===== src/rtl/ctds_pkg.sv =====
`timescale 1ns / 1ps
// Shared types and constants of the character translate / delete / squeeze filter.
package ctds_pkg;

    localparam int CP_W      = 21;
    localparam int LEN_W     = 10;
    localparam int SLOT_W    = 9;
    localparam int CMD_W     = 2;
    localparam int CFG_IDX_W = 3;

    typedef enum logic [CMD_W-1:0] {
        CMD_PROCESS      = 2'd0,
        CMD_LOAD_FIRST   = 2'd1,
        CMD_LOAD_SECOND  = 2'd2,
        CMD_LOAD_SQUEEZE = 2'd3
    } cmd_t;

    typedef enum logic [CFG_IDX_W-1:0] {
        REG_COMPLEMENT_FIRST   = 3'd0,
        REG_DELETE_ENABLE      = 3'd1,
        REG_SQUEEZE_ENABLE     = 3'd2,
        REG_TRANSLATE_ENABLE   = 3'd3,
        REG_SQUEEZE_INVERT     = 3'd4,
        REG_FIRST_LENGTH       = 3'd5,
        REG_SECOND_LENGTH      = 3'd6,
        REG_SQUEEZE_LENGTH     = 3'd7
    } reg_idx_t;

    typedef enum logic [1:0] {
        ST_IDLE,
        ST_WALK_XLAT,
        ST_WALK_SQZ,
        ST_EMIT
    } state_t;

    typedef struct packed {
        logic             complement_first;
        logic             delete_enable;
        logic             squeeze_enable;
        logic             translate_enable;
        logic             squeeze_invert;
        logic [LEN_W-1:0] first_length;
        logic [LEN_W-1:0] second_length;
        logic [LEN_W-1:0] squeeze_length;
    } cfg_t;

    // Table write broadcast to every cell.
    typedef struct packed {
        logic              wr_first;
        logic              wr_second;
        logic              wr_squeeze;
        logic [SLOT_W-1:0] slot;
        logic [CP_W-1:0]   value;
    } load_t;

    // Search token that travels down the cell chain.
    typedef struct packed {
        logic            valid;
        logic [CP_W-1:0] key;
        logic            hit_first;
        logic            pick_valid;
        logic [CP_W-1:0] pick;
        logic [CP_W-1:0] last_second;
        logic            hit_squeeze;
    } tok_t;

endpackage


===== src/rtl/ctds_cell.sv =====
`timescale 1ns / 1ps
// One chain cell: holds one entry of each set table and updates the passing token.
module ctds_cell #(
    parameter int INDEX = 0,
    parameter int IDX_W = 9,
    parameter int CMP_W = 10
) (
    input  logic                 clk,
    input  logic                 rst_n,
    input  ctds_pkg::cfg_t       cfg,
    input  ctds_pkg::load_t      load,
    input  logic [IDX_W-1:0]     last_idx,
    input  ctds_pkg::tok_t       tok_in,
    output ctds_pkg::tok_t       tok_out
);
    import ctds_pkg::*;

    localparam logic [CMP_W-1:0] MY_IDX = CMP_W'(INDEX);

    logic [CP_W-1:0] first_reg;
    logic [CP_W-1:0] second_reg;
    logic [CP_W-1:0] squeeze_reg;
    logic            mine;
    logic            use_first;
    logic            use_second;
    logic            use_squeeze;
    logic            is_last;
    logic            first_eq;
    tok_t            tok_next;
    tok_t            tok_reg;

    assign mine        = (CMP_W'(load.slot) == MY_IDX);
    assign use_first   = (MY_IDX < CMP_W'(cfg.first_length));
    assign use_second  = (MY_IDX < CMP_W'(cfg.second_length));
    assign use_squeeze = (MY_IDX < CMP_W'(cfg.squeeze_length));
    assign is_last     = (last_idx == IDX_W'(INDEX));

    always_ff @(posedge clk)
    begin
        if (load.wr_first && mine)
        begin
            first_reg <= load.value;
        end
        if (load.wr_second && mine)
        begin
            second_reg <= load.value;
        end
        if (load.wr_squeeze && mine)
        begin
            squeeze_reg <= load.value;
        end
    end

    always_comb
    begin
        tok_next = tok_in;
        first_eq = use_first && (first_reg == tok_in.key);
        // Only the earliest match in the first set selects a second-set entry.
        if (first_eq && !tok_in.hit_first && use_second)
        begin
            tok_next.pick_valid = 1'b1;
            tok_next.pick       = second_reg;
        end
        if (first_eq)
        begin
            tok_next.hit_first = 1'b1;
        end
        if (is_last)
        begin
            tok_next.last_second = second_reg;
        end
        if (use_squeeze && (squeeze_reg == tok_in.key))
        begin
            tok_next.hit_squeeze = 1'b1;
        end
    end

    always_ff @(posedge clk or negedge rst_n)
    begin
        if (!rst_n)
        begin
            tok_reg <= '0;
        end
        else
        begin
            tok_reg <= tok_next;
        end
    end

    assign tok_out = tok_reg;

endmodule


===== config.mk =====
export PLATFORM = sky130hd
export DESIGN_NAME = ctds_cell
export DESIGN_NICKNAME = d
export VERILOG_FILES = /design/src/rtl/ctds_pkg.sv /design/src/rtl/ctds_cell.sv
export SDC_FILE = /design/constraint.sdc
export NUM_CORES = 1
export LEC_CHECK = 0
export ABC_CLOCK_PERIOD_IN_PS = 1970
export BUFFER_PORTS_ARGS = -buffer_cell sky130_fd_sc_hd__buf_2
export CAP_MARGIN = 20
export CELL_PAD_IN_SITES_DETAIL_PLACEMENT = 0
export CELL_PAD_IN_SITES_GLOBAL_PLACEMENT = 2
export CORE_MARGIN = 1.5
export CORE_UTILIZATION = 32
export CTS_BUF_LIST = sky130_fd_sc_hd__clkbuf_4 sky130_fd_sc_hd__clkbuf_8
export DETAILED_ROUTE_END_ITERATION = 10
export PLACE_DENSITY_LB_ADDON = 0.12
export SETUP_SLACK_MARGIN = 0.5
export SYNTH_ARGS = -nofsm -noshare
export SYNTH_HDL_FRONTEND = slang
export SYNTH_SLANG_ARGS = --single-unit

===== constraint.sdc =====
create_clock -name clk -period 1.97 [get_ports clk]
set_input_delay 0.197 -clock clk [delete_from_list [all_inputs] [get_ports clk]]
set_output_delay 0.197 -clock clk [all_outputs]
set_load 0.005 [all_outputs]

## Word level (Yosys, flattened, before mapping)

Index checks and enable logic that the tools add are counted.

- Order comparisons: 3
- Reduce and logical (&&, ||, !) cells: 10
- Mux-type cells: 4
- Equal/unequal tests: 2

Operator list:

| cell | number |
|---|---|
| $eq 21x21->1 | 2 |
| $lt 1x10->1 const A | 3 |
| $mux 22 | 1 |
| $mux 21 | 1 |
| $logic_not 9->1 | 2 |
| $logic_and 1x1->1 | 7 |
| $mux 1 | 2 |
| $logic_not 1->1 | 1 |

- Register bits after elaboration: 130
- Input bits: 146
- Word-level logic and storage cells: 29
- Output and inout port bits: 67

## Depth between registers and ports, before layout

Gate-level depths: netlist of run 1.

- Depth after elaboration: 5
- Gate-level depth with buffers: 6
- Depth with buffers taken out: 5

## Worst setup path after synthesis of run 1

No wires, ideal clock.

- Path type: input to register
- Start: in load[23] (netlist bit)
- End: reg first_reg[0], enable pin
- Stages on the path: 3
- Path slack: 0.061 ns
- Buffers on the path: 0
- Data arrival time: 1.510 ns
- Data required time: 1.571 ns
- Cell sequence: nor4_1 -> nand3_1 -> nor2_1

- Cells in the longest elaborated chain, start to end: 2

RTL lines:

| item | line | text |
|---|---|---|
| start, declared | ctds_cell.sv:11 | `input ctds_pkg::load_t load,` |
| $logic_not 9->1 | ctds_cell.sv:32 | `assign mine = (CMP_W'(load.slot) == MY_IDX);` |
| $logic_and 1x1->1 | ctds_cell.sv:40 | `if (load.wr_first && mine)` |
| end signal, assigned | ctds_cell.sv:42 | `first_reg <= load.value;` |
| end, declared | ctds_cell.sv:20 | `logic [CP_W-1:0] first_reg;` |

Every way passes these cells.
A chain may end at the register's enable or synchronous reset.

==> results of run 1 <==
[per-stage QoR]
stage	setup slack (ps)	area [sq um]
floorplan	272	4770
global placement	-115	6130
detailed placement	-124	6130
CTS	-16.4	7450
global route	-77.0	7470
finish	46.2	7470
[worst reg2reg max path, stage by stage, from the launching register on]
cell and delay (ps):
sky130_fd_sc_hd__edfxtp_1 430, sky130_fd_sc_hd__xnor2_2 190, sky130_fd_sc_hd__nand4_1 170, sky130_fd_sc_hd__a311oi_2 320
sky130_fd_sc_hd__nand3_2 180, sky130_fd_sc_hd__buf_12 210, sky130_fd_sc_hd__mux2_4 300
[cells by family (layout without fill, tap and decap cells)]
group / Yosys count / count (layout)
buffers and inverters: 7 / 340
flip-flops: 130 / 130
multiplexers: 42 / 42
AND/OR/NAND/NOR: 35 / 35
XOR/XNOR: 42 / 42
AO/OA/AOI/OAI: 5 / 5
[final timing paths]
| kind | start | end | slack (ps) | cells past startpoint |
|---|---|---|---|---|
| worst min register to register | second_reg[0] | tok_out[22] | 490 | 1 |
| worst max-delay path | first_reg[2] | tok_out[35] | 50 | 6 |
| min in group asynchronous | rst_n | tok_out[45] | 260 | 2 |
| worst max register to register | first_reg[2] | tok_out[35] | 50 | 6 |
| max in group asynchronous | rst_n | tok_out[35] | 1130 | 3 |
| worst min-delay path | cfg[5] | tok_out[0] | 250 | 4 |
[cells in the mapped netlist (all sizes together)]
master / instances
a311oi: 1
edfxtp: 63
inv: 3
buf: 2
mux2: 42
a31oi: 2
xnor2: 28
nor4: 12
nand2b: 1
nand3: 4
nor2: 8
clkbuf: 2
dfrtp: 67
a21o: 1
nand4: 6
xor2: 14
nor3: 3
nand2: 1
a41o: 1
[what timing repair did]
item                                   in CTS  in global routing
pin swaps                                   3                  3
setup buffers                               1                  0
setup endpoints to repair                  24                 24
hold buffers                               89                  0
gates resized for setup                     5                  3
endpoints found under the hold margin     158                  0
[placed cells by master, fill, tap and decap left out, types with 2 or more instances in the layout]
cell | Yosys | layout
sky130_fd_sc_hd__buf_12 | 0 | 5
sky130_fd_sc_hd__buf_2 | 0 | 206
sky130_fd_sc_hd__buf_4 | 0 | 5
sky130_fd_sc_hd__clkbuf_4 | 0 | 5
sky130_fd_sc_hd__clkbuf_8 | 0 | 21
sky130_fd_sc_hd__clkinv_2 | 0 | 5
sky130_fd_sc_hd__dfrtp_1 | 67 | 67
sky130_fd_sc_hd__dlygate4sd3_1 | 0 | 89
sky130_fd_sc_hd__edfxtp_1 | 63 | 63
sky130_fd_sc_hd__inv_1 | 3 | 3
sky130_fd_sc_hd__mux2_2 | 23 | 23
sky130_fd_sc_hd__mux2_4 | 19 | 19
sky130_fd_sc_hd__nand3_1 | 3 | 3
sky130_fd_sc_hd__nand4_1 | 6 | 6
sky130_fd_sc_hd__nor2_1 | 8 | 5
sky130_fd_sc_hd__nor2_2 | 0 | 2
sky130_fd_sc_hd__nor3_1 | 3 | 3
sky130_fd_sc_hd__nor4_1 | 11 | 10
sky130_fd_sc_hd__xnor2_1 | 28 | 24
sky130_fd_sc_hd__xnor2_2 | 0 | 4
sky130_fd_sc_hd__xor2_1 | 14 | 14
[layer usage]
layer | track usage | wire length (um) | vias to the layer above
li1 | - | - | 1590
met1 | 0.192 | 5190 | 1586
met2 | 0.262 | 5790 | 143
met3 | 0.0582 | 855 | 17
met4 | 0.0682 | 227 | 0
met5 | 0 | 0 | -
[area by class of cell]
cell class	instances	area (sq um)
clock inverter	6	55.1
inverter	3	11.3
timing repair buffer	305	2060
fill	1333	7060
tap	184	230
clock buffer	26	327
multi-input combinational	124	1220
sequential	130	3570
[report_power, final]
| group | total (mW) | internal, mW | switching, mW |
|---|---|---|---|
| Combinational | 0.548 | 0.342 | 0.207 |
| Clock | 2.14 | 1.19 | 0.952 |
| Sequential | 2.94 | 2.92 | 0.0171 |
==> results.toml, run 1 <==
[outcome]
status = "finished, final reports clean"

[global_route]
grt_pass1_vias = 3529
grt-ovfl-total = 0
global_route.usage.total = 0.160
grt_max_degree = 38
global_route_wire_length_before_repair_um = 18500
grt_antenna_before_repair = 0

[logic_synthesis]
part_of_the_yosys_area_used_for_sequential_elements = 0.750
muxShareOfSynthArea = 0.114
netlist_top_cells_area = "sky130_fd_sc_hd__edfxtp_1 (40%), sky130_fd_sc_hd__dfrtp_1 (35%), sky130_fd_sc_hd__mux2_4 (6.0%)"
postSynthRegisterBits = 130
synth_nets = 407
synth_simple_gate_area_frac = 0.0418
synthXorXnorAreaFrac = 0.0773
synth_top_family_by_area = "multiplexers"
post_synth_inst_count = 261
synth.distinct_cells = 22
synth_largest_area_cell = "sky130_fd_sc_hd__edfxtp_1"
netlist.area_leader.share = 0.397
yosys.area_share.adder = 0
compound_gate_fraction_of_synth_area = 0.00841
syn_area_sq_um = 4760
syn-mean-instance-area_sq_um = 18.2
synth-warning-count = 0

[pwr]
power_density_nw_per_um2 = 753
total_power_mw = 5.63
leakage_nw = 3.31
ir_worst_vdd_mv = 0.439

[floorplanning]
initial_core_util = 0.328
rows = 44
die_area_sq_um = 15600
core_area_sq_um = 14500
ioPinCount = 213
die_w_um = 125
die_height_um = 125

[finish]
finish.utilization = 0.514
antennaDiodeCount = 0
number_of_nets_in_the_layout = 727
post_route_cells_drive_above_1_share = 0.510
largest_register_ff_count = 67
layout.cells.non_filler = 778
areaGrowthSynthToFinish_pct = 57.0

[sta]
fin_skew_ps = 15.4
final_max_slew_viol_count = 0
finalCriticalPeriod_ps = 1920
whs_ps = 249
tns_ps = 0
worst_slew_margin_rel = 0.717
report.final.hold_viol_count = 0
max_slew.worst_pin.slew_ps = 420
finish_stage_setup_viols = 0
max_freq_ghz = 0.520
timing.final.crit_share = 0.977
rsz0062_at_grt = "true"

[detailed_routing]
drt_first_pass_iters = 4
routed_wire_length_per_instance_um = 15.5
finalWirelength_um = 12100
route.vias.total = 3336
post_detailed_route_via_to_cell_ratio = 4.29
antenna_left = 0
drt-initial-drc-count = 121
remaining_drc_errors = 0

[clock_network]
clockRootBuffer = "sky130_fd_sc_hd__clkbuf_8"
maximum_clock_insertion_buffer_count = 2
cts_max_level = 4
cts.clk_slew.worst_paths_ps = 80
numCtsBuffers = 17
clk-insertion-delay-late_ps = 430
clock_tree_from_tritoncts = "yes"
tritoncts_num_sinks = 130

[placement]
port_buffer_count = 207
place.detailed.instances = 656
gpl.final_weighted_congestion = 0.750
dp_hpwl_um = 8410

[setup_path]
worst-endpoint-required_ps = 2280
worstPathCellList = "xnor2_2 -> nand4_1 -> a311oi_2 -> nand3_2 -> buf_12 -> mux2_4"
timing.critical_path.to_type = "flip-flop"
max_stage_delay_ps = 430
critPathLaunchType = "flip-flop"
critical_path.max_fanout = 12
critical-path-slowest-cell = "sky130_fd_sc_hd__edfxtp_1"
criticalPathCategory = "flip-flop to flip-flop"
count_of_buffering_cells_on_the_critical_path_with_inverters_included = 1
worst_ep_arrival_time_ps = 2230
dominant_delay_contributor_by_cell_family_on_the_critical_path = "flip-flops"

[run]
max_cap_viol_count = 0

[worst_hold_path]
timing.hold.worst.class = "input pin to flip-flop"
Note: power is estimated with default switching activity, not from simulation.
==> run 2, diff against run 1 <==
--- a/config.mk
+++ b/config.mk
@@ -5,13 +5,14 @@
 export SDC_FILE = /design/constraint.sdc
 export NUM_CORES = 1
 export LEC_CHECK = 0
+export ABC_AREA = 1
 export ABC_CLOCK_PERIOD_IN_PS = 1970
 export BUFFER_PORTS_ARGS = -buffer_cell sky130_fd_sc_hd__buf_2
 export CAP_MARGIN = 20
 export CELL_PAD_IN_SITES_DETAIL_PLACEMENT = 0
 export CELL_PAD_IN_SITES_GLOBAL_PLACEMENT = 2
 export CORE_MARGIN = 1.5
-export CORE_UTILIZATION = 32
+export CORE_UTILIZATION = 29
 export CTS_BUF_LIST = sky130_fd_sc_hd__clkbuf_4 sky130_fd_sc_hd__clkbuf_8
 export DETAILED_ROUTE_END_ITERATION = 10
 export PLACE_DENSITY_LB_ADDON = 0.12
==> run 2 against run 1 <==
  * Sequential share of layout area fell by 2.9 points
  * Fmax rose by 24%
  * Combinational power rose by 4.4%
  * Critical path depth rose by 3
  * Clock power rose by 18%
  * Via count rose by 28%
  * Critical endpoint is now tok_out[31]
  * Wire length rose by 22%
  * Power rose by 7.1%
  * Die area rose by 19%
  * Register-to-register slack improved by 370 ps
  * Synthesized cell count rose by 85%
==> results.toml, run 2 <==
[setup_path]
critPathLaunchType = "flip-flop"
timing.rr.end = "tok_out[31]"
count_of_buffering_cells_on_the_critical_path_with_inverters_included = 1
worstReg2RegStart = "first_reg[8]"
criticalPathCategory = "flip-flop to flip-flop"
worstPathCellList = "xnor2_1 -> nand2_1 -> nor2_2 -> nand2_2 -> nor2_4 -> nand3_4 -> clkbuf_16 -> nand2_1 -> nand2_1"
timing.critical_path.to_type = "flip-flop"
worst-endpoint-required_ps = 2310
worstRegToRegCells = 9
max_stage_delay_ps = 430
critical-path-slowest-cell = "sky130_fd_sc_hd__edfxtp_1"
dominant_delay_contributor_by_cell_family_on_the_critical_path = "simple AND/OR/NAND/NOR gates"
worst_ep_arrival_time_ps = 1890
worstSetupEndpoint = "tok_out[31]"
critical_path.max_fanout = 6
critical_path_cell_count = 9
cp_common_cell = "sky130_fd_sc_hd__nand2_1"
critical_path.startpoint = "first_reg[8]"
setup.reg_to_reg.worst_slack_ps = 420

[logic_synthesis]
synth_top_cells_by_count = "sky130_fd_sc_hd__nand2_1 (164), sky130_fd_sc_hd__dfrtp_1 (67), sky130_fd_sc_hd__edfxtp_1 (63)"
post_synth_inst_count = 484
synth_nets = 630
most_instantiated_library_cell_after_synthesis = "sky130_fd_sc_hd__nand2_1"
async_flop_share = 0.515
synth-warning-count = 0
syn-mean-instance-area_sq_um = 10.6
syn_area_sq_um = 5140
synth_largest_area_cell = "sky130_fd_sc_hd__edfxtp_1"
part_of_the_yosys_area_used_for_sequential_elements = 0.694
synth-edff-count = 63
netlist_top_cells_area = "sky130_fd_sc_hd__edfxtp_1 (37%), sky130_fd_sc_hd__dfrtp_1 (33%), sky130_fd_sc_hd__nand2_1 (12%)"
synth.distinct_cells = 27
postSynthRegisterBits = 130
netlist.area_leader.share = 0.368
synthFlopType = "sky130_fd_sc_hd__dfrtp_1"

[sta]
final_max_slew_viol_count = 0
timing.final.crit_share = 0.787
finalCriticalPeriod_ps = 1550
fin_skew_ps = 9.79
finish_stage_setup_viols = 0
max_freq_ghz = 0.645
tns_ps = 0
report.final.hold_viol_count = 0
worst_slew_margin_rel = 0.336
max_slew.worst_pin.slew_ps = 994
rsz0062_at_grt = "true"

[floorplanning]
die_height_um = 136
core_area_sq_um = 17300
initial_core_util = 0.297
rows = 48
die_w_um = 136
ioPinCount = 213
die_area_sq_um = 18500

[pwr]
power_density_nw_per_um2 = 758
ir_worst_vdd_mv = 0.361
total_power_mw = 6.03
leakage_nw = 3.73

[clock_network]
maximum_clock_insertion_buffer_count = 2
cts_max_level = 4
clock_tree_from_tritoncts = "yes"
tritoncts_num_sinks = 130
clk-insertion-delay-late_ps = 450
numCtsBuffers = 17
cts.clk_slew.worst_paths_ps = 80
clockRootBuffer = "sky130_fd_sc_hd__clkbuf_8"
cts_setup_buffers = 0

[worst_hold_path]
timing.hold.worst.class = "input pin to flip-flop"

[run]
max_cap_viol_count = 0

[finish]
post_route_cells_drive_above_1_share = 0.346
filler_cells = 1682
largest_register_ff_count = 67
areaGrowthSynthToFinish_pct = 54.7
stdcell_area_sq_um = 7960
antennaDiodeCount = 0
most-common-layout-cells = "sky130_fd_sc_hd__buf_2 (206), sky130_fd_sc_hd__nand2_1 (160), sky130_fd_sc_hd__dlygate4sd3_1 (89)"
final_common_cell = "sky130_fd_sc_hd__buf_2"
number_of_nets_in_the_layout = 943

[detailed_routing]
route.vias.total = 4272
finalWirelength_um = 14700
routed_wire_length_per_instance_um = 14.2
remaining_drc_errors = 0
post_detailed_route_via_to_cell_ratio = 4.13
antenna_left = 0
drt-initial-drc-count = 152
drt_first_pass_iters = 5

[global_route]
global_route_wire_length_before_repair_um = 22200
grt_antenna_before_repair = 0
grt-ovfl-total = 0
grt_max_degree = 43
global_route.usage.total = 0.162
grt_pass1_vias = 4350

[placement]
placement.cell_area_sq_um = 6510
port_buffer_count = 207
gpl.final_weighted_congestion = 0.746
dp_hpwl_um = 10700

[outcome]
status = "finished, final reports clean"
-- run 2: cell types whose count changed in the layout (fill, tap and decap cells not counted), moves of 15 or more --
cell / before / now
sky130_fd_sc_hd__mux2_2: 23 / 0
sky130_fd_sc_hd__nand3_1: 3 / 27
sky130_fd_sc_hd__inv_1: 3 / 41
sky130_fd_sc_hd__mux2_4: 19 / 0
sky130_fd_sc_hd__o21ai_0: 0 / 24
sky130_fd_sc_hd__xnor2_1: 24 / 9
sky130_fd_sc_hd__nand2_1: 1 / 160
sky130_fd_sc_hd__nor2_1: 5 / 29
-- run 2: how the worst min path moves through the flow --
stage / end / from / slack [ps] / depth (start not counted)
after global placement: tok_out[56] / rst_n / 150 / 1
after global routing: tok_out[0] / cfg[0] / 200 / 5
final: tok_out[0] / cfg[0] / 160 / 5
after detailed placement: tok_out[56] / rst_n / 150 / 1
after CTS: tok_out[0] / cfg[0] / 150 / 5
after floorplan: tok_out[0] / rst_n / -100 / 0
-- run 2: cell families after synthesis --
group / share of synthesized area
xor+xnor: 0.0289
flops: 0.694
compound gates: 0.0270
simple gates: 0.201
buf+inv: 0.0491
-- run 2: cell type report --
type | instances | area, sq um | share of cell area
clock buffers | 20 | 263 | 0.0330
clock inverters | 12 | 181 | 0.0228
inverters | 48 | 180 | 0.0226
multi-input cells | 294 | 1380 | 0.173
flip-flops and latches | 130 | 3570 | 0.449
well taps | 225 | 282 | 0.0354
repair buffers | 306 | 2100 | 0.264
-- run 2: timing repair --
item,in CTS,in global routing
resized for setup,7,15
gates cloned,0,2
hold endpoints to repair,154,0
pin swaps,0,9
setup endpoints to repair,23,23
hold buffers,89,0
-- run 2: report_power, final --
group          internal, mW  leakage (nW)  total, mW  switching [mW]
sequential             2.92          1.35       2.93          0.0166
combinational         0.317          2.16      0.572           0.255
clock                  1.45         0.220       2.52            1.08
total                  4.68          3.73       6.03            1.35
-- run 2: per-stage QoR --
step	worst slack [ps]	instances	utilization	hold WS, ps
finish	419	1035	0.460	161
CTS	397	1033	0.455	147
global route	303	1035	0.460	203
floorplan	357	484	-	-98.6
global placement	226	912	0.376	151
detailed placement	183	912	0.376	154
-- run 2: tightest hold or removal path, stage by stage --
cell and delay [ps]:
sky130_fd_sc_hd__buf_2 80, sky130_fd_sc_hd__nor4_1 30, sky130_fd_sc_hd__nand3_1 70, sky130_fd_sc_hd__nand3_1 70, sky130_fd_sc_hd__o21bai_1 120
-- run 2: per-layer routing --
layer / vias to the layer above / share of wire / GRT usage
li1: 2180 / - / -
met1: 1948 / 0.45 / 0.200
met2: 126 / 0.48 / 0.272
met3: 18 / 0.053 / 0.0406
met4: 0 / 0.014 / 0.0632
met5: - / 0 / 0
==> run 3, diff against run 2 <==
--- a/config.mk
+++ b/config.mk
@@ -6,13 +6,13 @@
 export NUM_CORES = 1
 export LEC_CHECK = 0
 export ABC_AREA = 1
-export ABC_CLOCK_PERIOD_IN_PS = 1970
+export ABC_CLOCK_PERIOD_IN_PS = 1300
 export BUFFER_PORTS_ARGS = -buffer_cell sky130_fd_sc_hd__buf_2
 export CAP_MARGIN = 20
 export CELL_PAD_IN_SITES_DETAIL_PLACEMENT = 0
 export CELL_PAD_IN_SITES_GLOBAL_PLACEMENT = 2
 export CORE_MARGIN = 1.5
-export CORE_UTILIZATION = 29
+export CORE_UTILIZATION = 27
 export CTS_BUF_LIST = sky130_fd_sc_hd__clkbuf_4 sky130_fd_sc_hd__clkbuf_8
 export DETAILED_ROUTE_END_ITERATION = 10
 export PLACE_DENSITY_LB_ADDON = 0.12
==> constraint.sdc (replaced) <==
create_clock -name clk -period 1.3 [get_ports clk]
set_input_delay 0.13 -clock clk [delete_from_list [all_inputs] [get_ports clk]]
set_output_delay 0.13 -clock clk [all_outputs]
set_load 0.005 [all_outputs]
==> run 3 against run 2 <==
  * The flow now finishes with violations (setup timing)
  * Combinational power up 69%
  * Sequential cell count unchanged
  * Largest cell class unchanged
  * Critical path depth up 1
  * Sequential share of layout area down 3.2 points
==> results.toml, run 3 (synthesized netlist as in run 2, its figures left out) <==
[outcome]
status = "finished, violations left"
failed_checks = "setup timing"

[setup_path]
worstReg2RegStart = "first_reg[11]"
cp_common_cell = "sky130_fd_sc_hd__nand2_1"
timing.critical_path.to_type = "flip-flop"
setup.reg_to_reg.worst_slack_ps = -260
worstPathCellList = "nor2_2 -> nor2_2 -> nor2_1 -> nand2_1 -> buf_4 -> nor3_2 -> nand3_2 -> buf_12 -> nand2_1 -> nand2_1"
critical_path.max_fanout = 22
critical-path-slowest-cell = "sky130_fd_sc_hd__edfxtp_1"
worst_ep_arrival_time_ps = 1880
criticalPathCategory = "flip-flop to flip-flop"
worst-endpoint-required_ps = 1620
timing.rr.end = "tok_out[28]"
critPathLaunchType = "flip-flop"
worstRegToRegCells = 10
max_stage_delay_ps = 420

[sta]
max_freq_ghz = 0.643
finalCriticalPeriod_ps = 1560
tns_ps = -5320
fin_skew_ps = 8.63
finish_stage_setup_viols = 23
rsz0062_at_grt = "true"
max_slew.worst_pin.slew_ps = 437
timing.final.ws_setup_ps = -255
timing.final.crit_share = 1.20
report.final.hold_viol_count = 0
final_max_slew_viol_count = 0
worst_slew_margin_rel = 0.709

[global_route]
global_route_wire_length_before_repair_um = 24600
grt_antenna_before_repair = 1
grt_pass1_vias = 4714
grt_max_degree = 68
global_route.usage.total = 0.165
grt-ovfl-total = 0

[floorplanning]
ioPinCount = 213
die_w_um = 141
die_height_um = 141
rows = 50
initial_core_util = 0.275
die_area_sq_um = 19900
core_area_sq_um = 18700

[pwr]
power_density_nw_per_um2 = 1060
leakage_nw = 3.99
ir_worst_vdd_mv = 0.578
total_power_mw = 9.05

[worst_hold_path]
timing.hold.worst.class = "input pin to flip-flop"
hold_depth = 5
worst_min_path_start = "cfg[3]"
hold-path-endpoint = "tok_out[0]"

[finish]
layout.cells.non_filler = 1084
number_of_nets_in_the_layout = 982
largest_register_ff_count = 67
filler_cells = 1813
final_common_cell = "sky130_fd_sc_hd__buf_2"
post_route_cells_drive_above_1_share = 0.397
stdcell_area_sq_um = 8560
areaGrowthSynthToFinish_pct = 66.5
most-common-layout-cells = "sky130_fd_sc_hd__buf_2 (203), sky130_fd_sc_hd__nand2_1 (159), sky130_fd_sc_hd__dlygate4sd3_1 (89)"

[run]
max_cap_viol_count = 0

[detailed_routing]
antenna_left = 0
finalWirelength_um = 15900
drt_first_pass_iters = 4
post_detailed_route_via_to_cell_ratio = 4.14
remaining_drc_errors = 0
routed_wire_length_per_instance_um = 14.6
drt-initial-drc-count = 130
route.vias.total = 4486

[placement]
port_buffer_count = 207
dpl_worst_slack_ps = -335
gpl.final_weighted_congestion = 0.764
placement.cell_area_sq_um = 6830
dp_hpwl_um = 11300
place.detailed.instances = 945

[clock_network]
cts.clk_slew.worst_paths_ps = 80
cts_max_level = 4
maximum_clock_insertion_buffer_count = 2
clk-insertion-delay-late_ps = 430
numCtsBuffers = 17
tritoncts_num_sinks = 130
clock_tree_from_tritoncts = "yes"
clockRootBuffer = "sky130_fd_sc_hd__clkbuf_8"
-- run 3: changes by cell type in the layout (fill, tap and decap cells not counted), sizes merged --
cell	delta
bufinv	-1
clkinv	+3
diode	+1
buf	+39
clkinvlp	-1
clkbuf	-1
-- run 3: per-layer routing --
layer | global-route usage | routed length (um) | vias to the layer above
met1 | 0.208 | 7160 | 2087
met2 | 0.282 | 7820 | 126
met3 | 0.0418 | 725 | 12
li1 | - | - | 2261
met4 | 0.0439 | 172 | 0
met5 | 0 | 0 | -
-- run 3: how the worst max path moves through the flow --
stage | start | to | slack, ps
finish | first_reg[11] | tok_out[28] | -260
global route | first_reg[11] | tok_out[33] | -380
CTS | first_reg[4] | tok_out[23] | -240
detailed placement | first_reg[17] | tok_out[33] | -340
global placement | first_reg[17] | tok_out[22] | -340
floorplan | load[24] | first_reg[0] | -50
-- run 3: stage by stage --
step | utilization | hold slack, ps
finish | 0.458 | 171
floorplan | - | -166
global placement | 0.365 | 161
global route | 0.458 | 192
CTS | 0.452 | 166
detailed placement | 0.365 | 169
-- run 3: final cells by class --
class | instances | area, sq um | area share
inverters | 48 | 180 | 0.0210
well taps | 234 | 293 | 0.0342
multi-input cells | 294 | 1520 | 0.177
flip-flops and latches | 130 | 3570 | 0.417
repair buffers | 345 | 2580 | 0.302
diodes | 1 | 2.50 | 0.000292
clock inverters | 13 | 159 | 0.0186
clock buffers | 19 | 262 | 0.0305
-- run 3: what timing repair did --
action	CTS	global route
cloned	5	1
endpoints found under the setup margin	154	154
endpoints found under the hold margin	197	0
resized for setup	23	22
hold buffers	89	0
buffers inserted	11	0
pin swaps	5	19
-- run 3: report_power, final --
group          leakage [nW]  internal [mW]  switching (mW)
Sequential             1.35           4.42          0.0286
Combinational          2.42          0.543           0.423
Clock                 0.216           2.00            1.64
Total                  3.99           6.96            2.09
-- run 3: worst max-delay path, delay by kind of cell (launching register included) --
kind | cells | cell delay [ps]
buf+inv | 2 | 310
simple gates | 8 | 710
flops | 1 | 420
